===== src/rtl/core/double_ended_queue_unit_macros.svh =====
// Assertion macros used by the deque RTL.
// DQU_CHECK checks a property on every clock edge outside of reset.
// DQU_CHECK_ALWAYS checks a property on every clock edge, reset included.
`ifndef DOUBLE_ENDED_QUEUE_UNIT_MACROS_SVH
`define DOUBLE_ENDED_QUEUE_UNIT_MACROS_SVH
`ifndef NO_ASSERTIONS
`define DQU_CHECK(lbl, prop, msg) \
  lbl: assert property (@(posedge clk) disable iff (rst) prop) else $error(msg);
`define DQU_CHECK_ALWAYS(lbl, prop, msg) \
  lbl: assert property (@(posedge clk) prop) else $error(msg);
`else
`define DQU_CHECK(lbl, prop, msg)
`define DQU_CHECK_ALWAYS(lbl, prop, msg)
`endif
`endif


===== src/rtl/core/dqu_pkg.sv =====
`default_nettype none
package dqu_pkg;

  // Request codes carried on the input tuser.
  typedef enum logic [3:0] {
    REQ_PUSH_FRONT = 4'd0,
    REQ_PUSH_BACK  = 4'd1,
    REQ_POP_FRONT  = 4'd2,
    REQ_POP_BACK   = 4'd3,
    REQ_MOD_FRONT  = 4'd4,
    REQ_MOD_BACK   = 4'd5,
    REQ_PEEK_FRONT = 4'd6,
    REQ_PEEK_BACK  = 4'd7,
    REQ_CLEAR      = 4'd8
  } req_t;

  localparam int unsigned REQ_W = 4;

  typedef enum logic [1:0] {
    ST_OK    = 2'd0,
    ST_EMPTY = 2'd1,
    ST_FULL  = 2'd2
  } status_t;

  typedef enum logic {
    S_IDLE,
    S_WAIT
  } state_t;

  // Command broadcast to every cell of the row.
  typedef struct packed {
    logic shift_r;    // push front: every cell takes its left neighbor
    logic shift_l;    // pop front: every cell takes its right neighbor
    logic wr_back;    // push back: first empty cell takes the new element
    logic drop_back;  // pop back: last occupied cell empties
    logic mod_front;  // overwrite the head cell
    logic mod_back;   // overwrite the last occupied cell
    logic clr;        // empty every cell
  } cmd_t;

endpackage
`default_nettype wire


===== src/rtl/core/dqu_cell.sv =====
`default_nettype none
module dqu_cell
  import dqu_pkg::*;
#(
  parameter int unsigned DATA_W = 32
) (
  input  wire logic              clk,
  input  wire logic              rst,
  input  wire cmd_t              cmd,
  input  wire logic [DATA_W-1:0] din,
  input  wire logic              head,
  input  wire logic [DATA_W-1:0] left_data,
  input  wire logic              left_valid,
  input  wire logic [DATA_W-1:0] right_data,
  input  wire logic              right_valid,
  output logic      [DATA_W-1:0] data,
  output logic                   valid,
  output logic      [DATA_W-1:0] back_tap
);

  logic              valid_next;
  logic [DATA_W-1:0] data_next;
  logic              last;
  logic              slot;

  // The occupied cells always form an unbroken run starting at the head.
  assign last = valid & ~right_valid;
  assign slot = ~valid & left_valid;

  assign back_tap = last ? data : '0;

  always_comb begin
    valid_next = valid;
    if (cmd.clr) begin
      valid_next = 1'b0;
    end else if (cmd.shift_r) begin
      valid_next = left_valid;
    end else if (cmd.shift_l) begin
      valid_next = right_valid;
    end else if (cmd.wr_back && slot) begin
      valid_next = 1'b1;
    end else if (cmd.drop_back && last) begin
      valid_next = 1'b0;
    end
  end

  always_comb begin
    data_next = data;
    if (cmd.shift_r) begin
      data_next = left_data;
    end else if (cmd.shift_l) begin
      data_next = right_data;
    end else if ((cmd.wr_back && slot) || (cmd.mod_front && head) ||
                 (cmd.mod_back && last)) begin
      data_next = din;
    end
  end

  always_ff @(posedge clk) begin
    if (rst) begin
      valid <= 1'b0;
    end else begin
      valid <= valid_next;
    end
  end

  always_ff @(posedge clk) begin
    data <= data_next;
  end

endmodule
`default_nettype wire


===== src/rtl/core/dqu_tree.sv =====
`default_nettype none
module dqu_tree
  import dqu_pkg::*;
#(
  parameter int unsigned DEPTH  = 16,
  parameter int unsigned DATA_W = 32
) (
  input  wire logic              clk,
  input  wire logic [DATA_W-1:0] leaf [DEPTH],
  output logic      [DATA_W-1:0] root
);

  localparam int unsigned LVL   = $clog2(DEPTH);
  localparam int unsigned LEAVES = 1 << LVL;
  localparam int unsigned NODES = 2 * LEAVES - 1;

  // Heap-ordered OR tree, one register level per tree level. At most one
  // leaf is nonzero, so the root carries that leaf once it has passed every level.
  logic [DATA_W-1:0] node [NODES];

  for (genvar k = 0; k < NODES; k++) begin : gen_node
    if (k < LEAVES - 1) begin : gen_inner
      always_ff @(posedge clk) begin
        node[k] <= node[2*k+1] | node[2*k+2];
      end
    end else if (k - (LEAVES - 1) < DEPTH) begin : gen_leaf
      always_ff @(posedge clk) begin
        node[k] <= leaf[k-(LEAVES-1)];
      end
    end else begin : gen_pad
      always_ff @(posedge clk) begin
        node[k] <= '0;
      end
    end
  end

  assign root = node[0];

endmodule
`default_nettype wire


===== src/rtl/core/double_ended_queue_unit.sv =====
// Every request except pop back and peek back has its result in the result
// register in the cycle after it is taken; those two pass through the
// registered OR tree that gathers the back element out of the cell row.
// Throughput: one item per cycle for front, push, modify and clear requests
// while the result register is free or being emptied; a back read on a nonempty
// queue holds s_tready low until its result is registered, so no new item is taken.
// Reset (rst, synchronous, active high) empties every cell and the count.
`default_nettype none
`include "double_ended_queue_unit_macros.svh"
module double_ended_queue_unit
  import dqu_pkg::*;
#(
  parameter int unsigned DEPTH  = 16,
  parameter int unsigned DATA_W = 32
) (
  input  wire logic             clk,
  input  wire logic             rst,
  input  wire logic             s_tvalid,
  output logic                  s_tready,
  // s_tdata: data_in, zero padded to whole bytes.
  input  wire logic [((DATA_W+7)/8)*8-1:0] s_tdata,
  // s_tuser: req_type.
  input  wire logic [REQ_W-1:0] s_tuser,
  output logic                  m_tvalid,
  input  wire logic             m_tready,
  // m_tdata: data_out, status, occupancy, is_empty, from the lowest bit up,
  // zero padded to whole bytes.
  output logic [((DATA_W+2+$clog2(DEPTH+1)+1+7)/8)*8-1:0] m_tdata
);

  localparam int unsigned OCC_W  = $clog2(DEPTH + 1);
  localparam int unsigned LVL    = $clog2(DEPTH);
  localparam int unsigned CW     = $clog2(LVL + 1);
  localparam int unsigned OUT_TW = ((DATA_W + 2 + OCC_W + 1 + 7) / 8) * 8;

  // The queue lives in a row of cells, the front element always in cell 0
  // and the occupied cells forming an unbroken run. Push front and pop front
  // shift the whole row by one place; pop back and modify back act on the last
  // cell of the run, found from its right neighbor's valid bit, and push back
  // fills the first empty cell, found from its left neighbor's valid bit.
  logic [DATA_W-1:0] cell_data  [DEPTH];
  logic              cell_valid [DEPTH];
  logic [DATA_W-1:0] back_tap   [DEPTH];
  logic [DATA_W-1:0] lft_data   [DEPTH];
  logic              lft_valid  [DEPTH];
  logic [DATA_W-1:0] rgt_data   [DEPTH];
  logic              rgt_valid  [DEPTH];
  logic [DEPTH-1:0]  valid_vec;

  state_t            state;
  state_t            state_next;
  logic [CW-1:0]     wait_cnt;
  logic [OCC_W-1:0]  count;
  logic [OCC_W-1:0]  count_next;

  logic [DATA_W-1:0] out_data;
  status_t           out_status;
  logic [OCC_W-1:0]  out_occ;
  logic              out_empty;

  logic              accept;
  logic              tree_done;
  logic              empty;
  logic              full;
  cmd_t              cmd;
  cmd_t              cell_cmd;
  status_t           req_status;
  logic              front_rd;
  logic              back_rd;
  logic [DATA_W-1:0] din;
  logic [DATA_W-1:0] back_data;
  req_t              req;

  assign din    = s_tdata[DATA_W-1:0];
  assign req    = req_t'(s_tuser);
  assign accept = s_tvalid & s_tready;
  assign empty  = (count == '0);
  assign full   = (count == OCC_W'(DEPTH));

  // Request decode. Requests that hit an empty or full queue leave the cells
  // alone and only report their error.
  always_comb begin
    cmd        = '0;
    req_status = ST_OK;
    count_next = count;
    front_rd   = 1'b0;
    back_rd    = 1'b0;
    case (req)
      REQ_PUSH_FRONT: begin
        if (full) begin
          req_status = ST_FULL;
        end else begin
          cmd.shift_r = 1'b1;
          count_next  = count + OCC_W'(1);
        end
      end
      REQ_PUSH_BACK: begin
        if (full) begin
          req_status = ST_FULL;
        end else begin
          cmd.wr_back = 1'b1;
          count_next  = count + OCC_W'(1);
        end
      end
      REQ_POP_FRONT: begin
        if (empty) begin
          req_status = ST_EMPTY;
        end else begin
          cmd.shift_l = 1'b1;
          front_rd    = 1'b1;
          count_next  = count - OCC_W'(1);
        end
      end
      REQ_POP_BACK: begin
        if (empty) begin
          req_status = ST_EMPTY;
        end else begin
          cmd.drop_back = 1'b1;
          back_rd       = 1'b1;
          count_next    = count - OCC_W'(1);
        end
      end
      REQ_MOD_FRONT: begin
        if (empty) begin
          req_status = ST_EMPTY;
        end else begin
          cmd.mod_front = 1'b1;
        end
      end
      REQ_MOD_BACK: begin
        if (empty) begin
          req_status = ST_EMPTY;
        end else begin
          cmd.mod_back = 1'b1;
        end
      end
      REQ_PEEK_FRONT: begin
        if (empty) begin
          req_status = ST_EMPTY;
        end else begin
          front_rd = 1'b1;
        end
      end
      REQ_PEEK_BACK: begin
        if (empty) begin
          req_status = ST_EMPTY;
        end else begin
          back_rd = 1'b1;
        end
      end
      REQ_CLEAR: begin
        cmd.clr    = 1'b1;
        count_next = '0;
      end
      default: begin
      end
    endcase
  end

  assign cell_cmd = accept ? cmd : '0;

  // Cell 0 sees the incoming element as its left neighbor, so a push front
  // shifts it straight in; the last cell sees an empty right neighbor.
  for (genvar i = 0; i < DEPTH; i++) begin : gen_cell
    if (i == 0) begin : gen_first
      assign lft_data[i]  = din;
      assign lft_valid[i] = 1'b1;
    end else begin : gen_mid_l
      assign lft_data[i]  = cell_data[i-1];
      assign lft_valid[i] = cell_valid[i-1];
    end
    if (i == DEPTH - 1) begin : gen_last
      assign rgt_data[i]  = '0;
      assign rgt_valid[i] = 1'b0;
    end else begin : gen_mid_r
      assign rgt_data[i]  = cell_data[i+1];
      assign rgt_valid[i] = cell_valid[i+1];
    end
    assign valid_vec[i] = cell_valid[i];

    dqu_cell #(
      .DATA_W(DATA_W)
    ) u_cell (
      .clk        (clk),
      .rst        (rst),
      .cmd        (cell_cmd),
      .din        (din),
      .head       (i == 0),
      .left_data  (lft_data[i]),
      .left_valid (lft_valid[i]),
      .right_data (rgt_data[i]),
      .right_valid(rgt_valid[i]),
      .data       (cell_data[i]),
      .valid      (cell_valid[i]),
      .back_tap   (back_tap[i])
    );
  end

  // Only the last occupied cell drives a nonzero tap. The tree samples the
  // taps on every edge; the sample taken at the accepting edge, before a pop
  // back empties the cell, then climbs the register levels to the root.
  dqu_tree #(
    .DEPTH (DEPTH),
    .DATA_W(DATA_W)
  ) u_tree (
    .clk (clk),
    .leaf(back_tap),
    .root(back_data)
  );

  // Sequencer: idle, or waiting for the back element to leave the tree.
  always_comb begin
    state_next = state;
    case (state)
      S_IDLE: begin
        if (accept && back_rd) begin
          state_next = S_WAIT;
        end
      end
      S_WAIT: begin
        if (wait_cnt == '0) begin
          state_next = S_IDLE;
        end
      end
      default: begin
        state_next = S_IDLE;
      end
    endcase
  end

  // An item is taken only when idle and the result register is free or is
  // being emptied at the same edge.
  always_comb begin
    s_tready  = 1'b0;
    tree_done = 1'b0;
    case (state)
      S_IDLE: begin
        s_tready = ~m_tvalid | m_tready;
      end
      S_WAIT: begin
        tree_done = (wait_cnt == '0);
      end
      default: begin
      end
    endcase
  end

  always_ff @(posedge clk) begin
    if (rst) begin
      state    <= S_IDLE;
      wait_cnt <= '0;
      count    <= '0;
    end else begin
      state <= state_next;
      if (accept) begin
        count <= count_next;
      end
      if (accept && back_rd) begin
        wait_cnt <= CW'(LVL);
      end else if (state == S_WAIT && wait_cnt != '0) begin
        wait_cnt <= wait_cnt - CW'(1);
      end
    end
  end

  // Result register. Status and occupancy are known at the accepting edge;
  // a back read fills in the data once the tree delivers it.
  always_ff @(posedge clk) begin
    if (rst) begin
      m_tvalid <= 1'b0;
    end else if ((accept && !back_rd) || tree_done) begin
      m_tvalid <= 1'b1;
    end else if (m_tready) begin
      m_tvalid <= 1'b0;
    end
  end

  always_ff @(posedge clk) begin
    if (accept) begin
      out_status <= req_status;
      out_occ    <= count_next;
      out_empty  <= (count_next == '0);
      out_data   <= front_rd ? cell_data[0] : '0;
    end else if (tree_done) begin
      out_data <= back_data;
    end
  end

  assign m_tdata = OUT_TW'({out_empty, out_occ, out_status, out_data});

  `DQU_CHECK(a_count_bound, count <= OCC_W'(DEPTH), "element count exceeds depth")
  `DQU_CHECK(a_cells_match_count, $countones(valid_vec) == count,
             "occupied cells disagree with element count")
  `DQU_CHECK(a_no_take_in_wait, state == S_WAIT |-> !s_tready,
             "item taken while a back read is in flight")
  `DQU_CHECK(a_tree_result, tree_done |=> m_tvalid,
             "back read finished without presenting its result")
  `DQU_CHECK(a_refused_push, accept && full && (req == REQ_PUSH_FRONT ||
             req == REQ_PUSH_BACK) |=> count == $past(count),
             "refused push changed the element count")

endmodule
`default_nettype wire


===== config.mk =====
export PLATFORM = sky130hd
export DESIGN_NAME = double_ended_queue_unit
export DESIGN_NICKNAME = d
export VERILOG_FILES = /design/src/rtl/core/dqu_pkg.sv /design/src/rtl/core/dqu_cell.sv /design/src/rtl/core/dqu_tree.sv /design/src/rtl/core/double_ended_queue_unit.sv
export VERILOG_INCLUDE_DIRS = /design/src /design/src/rtl/core
export SDC_FILE = /design/constraint.sdc
export NUM_CORES = 2
export LEC_CHECK = 0
export BUFFER_PORTS_ARGS = -buffer_cell sky130_fd_sc_hd__buf_2
export CORE_MARGIN = 4
export CORE_UTILIZATION = 60
export CTS_CLUSTER_DIAMETER = 60
export DETAILED_ROUTE_END_ITERATION = 7
export GPL_ROUTABILITY_DRIVEN = 0
export GPL_TIMING_DRIVEN = 1
export PLACE_DENSITY_LB_ADDON = 0.12
export SETUP_SLACK_MARGIN = 0.2
export SLEW_MARGIN = 30
export SYNTH_ARGS = -nofsm -noshare
export SYNTH_HDL_FRONTEND = slang
export SYNTH_SLANG_ARGS = --single-unit

===== constraint.sdc =====
create_clock -name clk -period 13.4 [get_ports clk]
set_input_delay 2.01 -clock clk [delete_from_list [all_inputs] [get_ports clk]]
set_output_delay 2.01 -clock clk [all_outputs]
set_load 0.05 [all_outputs]

# Word-level counts from Yosys, hierarchy flattened
# Memory sizes are Yosys's and may differ from the RTL's.
# Cells that the tools add are included.
# word_totals
n_memories,1
out_inout_bits,42
ramBits,992
ff_bits,578
in_bits,40
wordCells,379
# classes
add_sub_neg,3
n_reduce_logical,117
n_mux,158
bitwise,50
n_eq_ne,9
# mem_list
name,depth,word_bits,rd,rd_ports_with_merged_regs,write_ports,line,source
u_tree.node,31,32,31,0,31,dqu_tree.sv:19,logic [DATA_W-1:0] node [NODES];
# ops
op,count
two-way mux 32 bit,67
bitwise OR 32 bit,15
two-way mux 1 bit,82
nonzero test 4 bit,16
logical AND 1 bit,51
nonzero test 3 bit,17
logical OR 1 bit,18
inverter 1 bit,18
bitwise AND 1 bit,16
== test 4 x 3 -> 1 bit (second input constant),4
one-hot mux 5 bit (3 select lines),1
OR reduction 2 bit,6
logical NOT 5 bit,2
two-way mux 5 bit,2
== test 4 x 2 -> 1 bit (second input constant),2
two-way mux 7 bit,1
two-way mux 3 bit,2
nonzero test 2 bit,3
OR reduction 6 bit,1
adder 5 x 1 -> 5 bit (second input constant),1
== test 5 bit (second input constant),1
subtractor 5 x 1 -> 5 bit (second input constant),1
== test 4 x 1 -> 1 bit (second input constant),1
== test 4 bit (second input constant),1
8 further kinds,8

# Logic depth before layout (Yosys ltp)
# depth
depth_word,11
depth_mapped,10
mapped_depth_nobuf,7

# Hierarchy
# Synthesis repeated with hierarchy kept, for this count alone.
# hier_totals
hier_cells,4683
area_unflattened_um2,57243.7
# by_module_without_submodules
mod,cells_each,seq_area_each_um2,area_each_um2,instances
dqu_cell,186,980.9,1979.4,16
dqu_tree,1504,19859.0,23102.2,1
double_ended_queue_unit,203,1401.3,2471.1,1

# Worst setup path after synthesis
# No wires, ideal clock.
# synth_timing
path_type,input -> register
startpoint,in s_tuser[1]
endpoint,"reg gen_cell[1].u_cell.data[0], enable pin"
stages,7
arrival_time_ps,6756
slack_ps,6111
path_buffers,2
setup_time_ps,533
required_time_ps,12867
path_cell_list,clkbuf_1 -> clkbuf_1 -> nor2_1 -> nand2_1 -> nor3_1 -> nand2_1 -> o311ai_0
# synth_between
elab_chain_cells,6
elab_cells_between_ends,13
classes_between,eq/ne (3); mux (5); reduce/logical (5)
# synth_lines
element,line,source
from (decl),double_ended_queue_unit.sv:23,"input wire logic [REQ_W-1:0] s_tuser,"
== test 4 x 1 -> 1 bit or == test 4 x 3 -> 1 bit (tied branches),double_ended_queue_unit.sv:88,case (req)
two-way mux 1 bit,double_ended_queue_unit.sv:88,
two-way mux 7 bit (*),double_ended_queue_unit.sv:160,assign cell_cmd = accept ? cmd : '0;
"logical AND 1 bit, on equally long branches","dqu_cell.sv:53, dqu_cell.sv:54",
logical OR 1 bit,dqu_cell.sv:53,end else if ((cmd.wr_back && slot) || (cmd.mod_front && head) ||
nonzero test 3 bit (no line) (*),-,
to (signal assigned),dqu_cell.sv:68,data <= data_next;
to (decl),dqu_cell.sv:16,"output logic [DATA_W-1:0] data,"
# Mark *: on every way between the ends. The rest lies on a longest branch, timed or not.
# A chain may end at the register's enable or synchronous reset.

# Final worst setup path
# layout_timing
startpoint,in s_tuser[3]
endpoint,reg gen_cell[4].u_cell.data[12] (data pin)
# layout_between
elab_chain_cells,5
elab_cells_between_ends,7
classes_between,eq/ne (1); mux (5); reduce/logical (1)
# layout_lines
element,line,source
== test 4 x 2 -> 1 bit,double_ended_queue_unit.sv:88,
two-way mux 1 bit,double_ended_queue_unit.sv:88,
two-way mux 7 bit (*),double_ended_queue_unit.sv:160,
two-way mux 32 bit,dqu_cell.sv:51,end else if (cmd.shift_l) begin
two-way mux 32 bit (*),dqu_cell.sv:49,if (cmd.shift_r) begin
net gen_cell[4].u_cell.data_next[12],dqu_cell.sv:22,logic [DATA_W-1:0] data_next;
to (signal assigned),dqu_cell.sv:68,
to (decl),dqu_cell.sv:16,
# Mark *: on every way through the listed nets, which the timed path passes. The rest lies on a longest branch.

==> impl_results.md <==
- Total track usage: 26.0%
- Layout fillers: 5990
- Post-layout min period: 5.11 ns
- Leak Pwr: 23.5 nW
- Hold slack final: 0.402 ns
- Hold Path Class: reg2reg
- Worst-skew pair later-pin latency: 0.74 ns
- WHS Path Cells: 1
- Antenna violations before repair: 6
- Fin crit share: 38.1%
- H-tree lvl count: 4
- Initial Util: 60.8%
- Required time of the critical path: 14.00 ns
- Met2 Use GR: 39.0%
- First-pass GRT wire length: 180000 microns
- Max rail drop VDD: 0.119 mV
- Area Overhead vs Synth: 11.4%
- Multi-input logic area: 13700 sq um
- Most common cell after layout, fill and taps aside: dfxtp_1
- Cts hold-fix bufs: 0
- Core Area: 85500 sq um
- Top delay family on crit path: buffers and inverters
- Critical path startpoint category: primary input
- Final setup viols: 0
- Final WL: 119000 microns
- CP Buf/Inv Count: 5
- Detail Placement HPWL: 70800 microns
- Critical path class: in2reg
- # port buffers: 81
- Mapped Cells: 3716
- Die height: 302 microns
- Ys flop type: dfxtp_1
- Adder-Cell Fraction of Synth Area: 0.0963%
- Vias in the first global route: 29300
- Vias: 30000
- Clock Path Buffers: 3
- GRT met1 Usage: 37.8%
- Max FO, Critical Path: 137
- Largest family of logic cells by synthesized area: simple AND/OR/NAND/NOR gates
- First drt pass iteration count: 5
- Antenna Violating Nets Remaining: 0
- FP Rows: 107
- DRC Markers: 0
- Hold Path Origin: u_tree.node[1][23]
- Clk_skew: 0.0334 ns
- Compound-Gate Fraction of Synth Area: 11.1%
- Status: complete, no violations
- Total grt overflow: 0
- GR Util met3: 6.80%
- Worst path depth: 9
- Initial DRC Count: 3183
- Clk root buf: clkbuf_16
- Least-Margin Pin Slew: 0.934 ns
- Setup total negative slack: 0 ns
- Reg2Reg Depth: 10
- Ys async rst share: 0%
- Distinct cells, synth: 70
- Slowest cell delay on critical path: 0.73 ns
- DIE AREA: 91400 sq um
- Via density: 5.98
- Post-Synth XOR/XNOR Area: 0.0337%
- Seq cells post-synth: 1570
- Avg WL per Cell: 23.8 microns
- Synthesized area per cell: 14.0 sq um
- Worst slew margin: 37.7%
- Cts repair resizes: 0
- PwrDens: 167 nW/um^2
- Netlist Area Pre-Place: 52000 sq um
- CTS buffer count: 149
- Hold endpoint: u_tree.node[0][119]
- RSZ-0062 raised after global routing: no
- Register Area: 37000 sq um
- Final hold violation count: 0
- Ratio of cells with drive above 1 in the final layout: 23.6%
- Mux contribution to synthesized area: 0.0409%
- Yosys warnings: 0
- Nets: 3778
- CTS sink count: 1570
- WP data arrival: 5.71 ns
- Seq/Total Area, Yosys: 71.1%
- CTS tree: built
- R2R Path End: gen_cell[4].u_cell.data[12]
- Syn_nets: 3760
- Final Util: 67.7%
- FF-to-FF setup slack: 8.96 ns
- Largest net degree at the start of global routing: 165
- Number of synthesized flops with an enable pin: 552
- Most frequent cells in the layout: dfxtp_1, edfxtp_1, and2_1
- Global routing's busiest layer: met2
- Clk slew on worst S/H paths: 0.06 ns
- Postcts setup bufs: 0
- Top Ports: 82
- Worst r2r src: count[0]
- Pins Over Slew Limit: 0
- Max Fclk: 0.196 GHz
- CP cell instances: buf_2 > nor2_4 > nand4_1 > nor3_2 > buf_12 > buf_16 > buf_6 > buf_4 > a221o_1
- Worst setup EP type: flop
- Slowest CP cell: buf_4
- Die Width: 302 microns
- Post-Synth Simple-Gate Area: 14.5%
- Max_cap viols: 0
worst max path at each step:
stage | end | slack (ns) | startpoint
floorplan | gen_cell[1].u_cell.data[0] | 6.11 | s_tuser[1]
global placement | gen_cell[14].u_cell.data[18] | 7.52 | s_tvalid
detailed placement | gen_cell[8].u_cell.data[12] | 7.37 | s_tvalid
CTS | gen_cell[13].u_cell.data[12] | 8.14 | s_tvalid
global route | gen_cell[1].u_cell.data[3] | 8.07 | s_tuser[3]
finish | gen_cell[4].u_cell.data[12] | 8.29 | s_tuser[3]
where the power goes:
group          internal (mW)  switching (mW)
clock network           2.40            1.77
logic                  0.158           0.233
registers               5.07          0.0622
total                   7.62            2.07
final cells by class:
class	count	share of cell area (%)
Tap cell	1144	2.47
Clock buffer	231	7.65
Multi-Input combinational cell	1874	23.6
Antenna cell	1	0.00432
Timing Repair Buffer	126	1.39
Clock inverter	49	0.925
Sequential cell	1570	63.8
Inverter	13	0.0843
registers in the layout, indices dropped and copies added (netlist names):
signal / count
out_empty: 1
out_status: 2
out_data: 32
gen_cell.u_cell.valid: 16
u_tree.node: 992
gen_cell.u_cell.data: 512
out_occ: 5
count: 5
wait_cnt: 3
state: 1
m_tvalid: 1
synthesized netlist by cell type, types with 9 or more instances:
master | instances | area [sq um]
a21o_1 | 32 | 240
a21oi_1 | 11 | 55.1
a221o_1 | 449 | 4490
a22o_1 | 32 | 280
and2_1 | 517 | 3230
and2_4 | 29 | 254
buf_2 | 54 | 270
buf_6 | 53 | 597
buf_8 | 9 | 135
clkbuf_1 | 130 | 488
dfxtp_1 | 1018 | 20400
edfxtp_1 | 552 | 16600
inv_1 | 12 | 45.0
nand2_1 | 123 | 462
nand2b_1 | 10 | 62.6
nor2_1 | 34 | 128
nor2b_1 | 15 | 93.8
nor3_1 | 12 | 60.1
o21ai_0 | 14 | 70.1
or2_2 | 481 | 3010
per-layer routing:
metal  wire length (microns)  vias to the layer above
met5                       0                        -
met4                    2720                        0
met2                   53000                     1284
li1                        -                    13400
met1                   52300                    15100
met3                   11400                      189
through the flow:
step / setup WS, ns / cell area (sq um) / cells / total power, mW
2_1_floorplan: 6.11 / 52000 / 3716 / 5.50
3_3_place_gp: 7.52 / 52900 / 4725 / 5.60
3_5_place_dp: 7.37 / 52900 / 4727 / 5.62
4_1_cts: 8.14 / 57900 / 5007 / 9.74
5_1_grt: 8.07 / 57900 / 5007 / 9.99
6_report: 8.29 / 57900 / 5008 / 9.69
cells by family after synthesis:
kind of cell	Yosys count
flip-flops	1570
AO/OA/AOI/OAI	612
adder cells (fa/ha/maj)	4
XOR/XNOR	2
multiplexers	2
buffers and inverters	272
AND/OR/NAND/NOR	1254
Power figures use the tool's default switching activity.
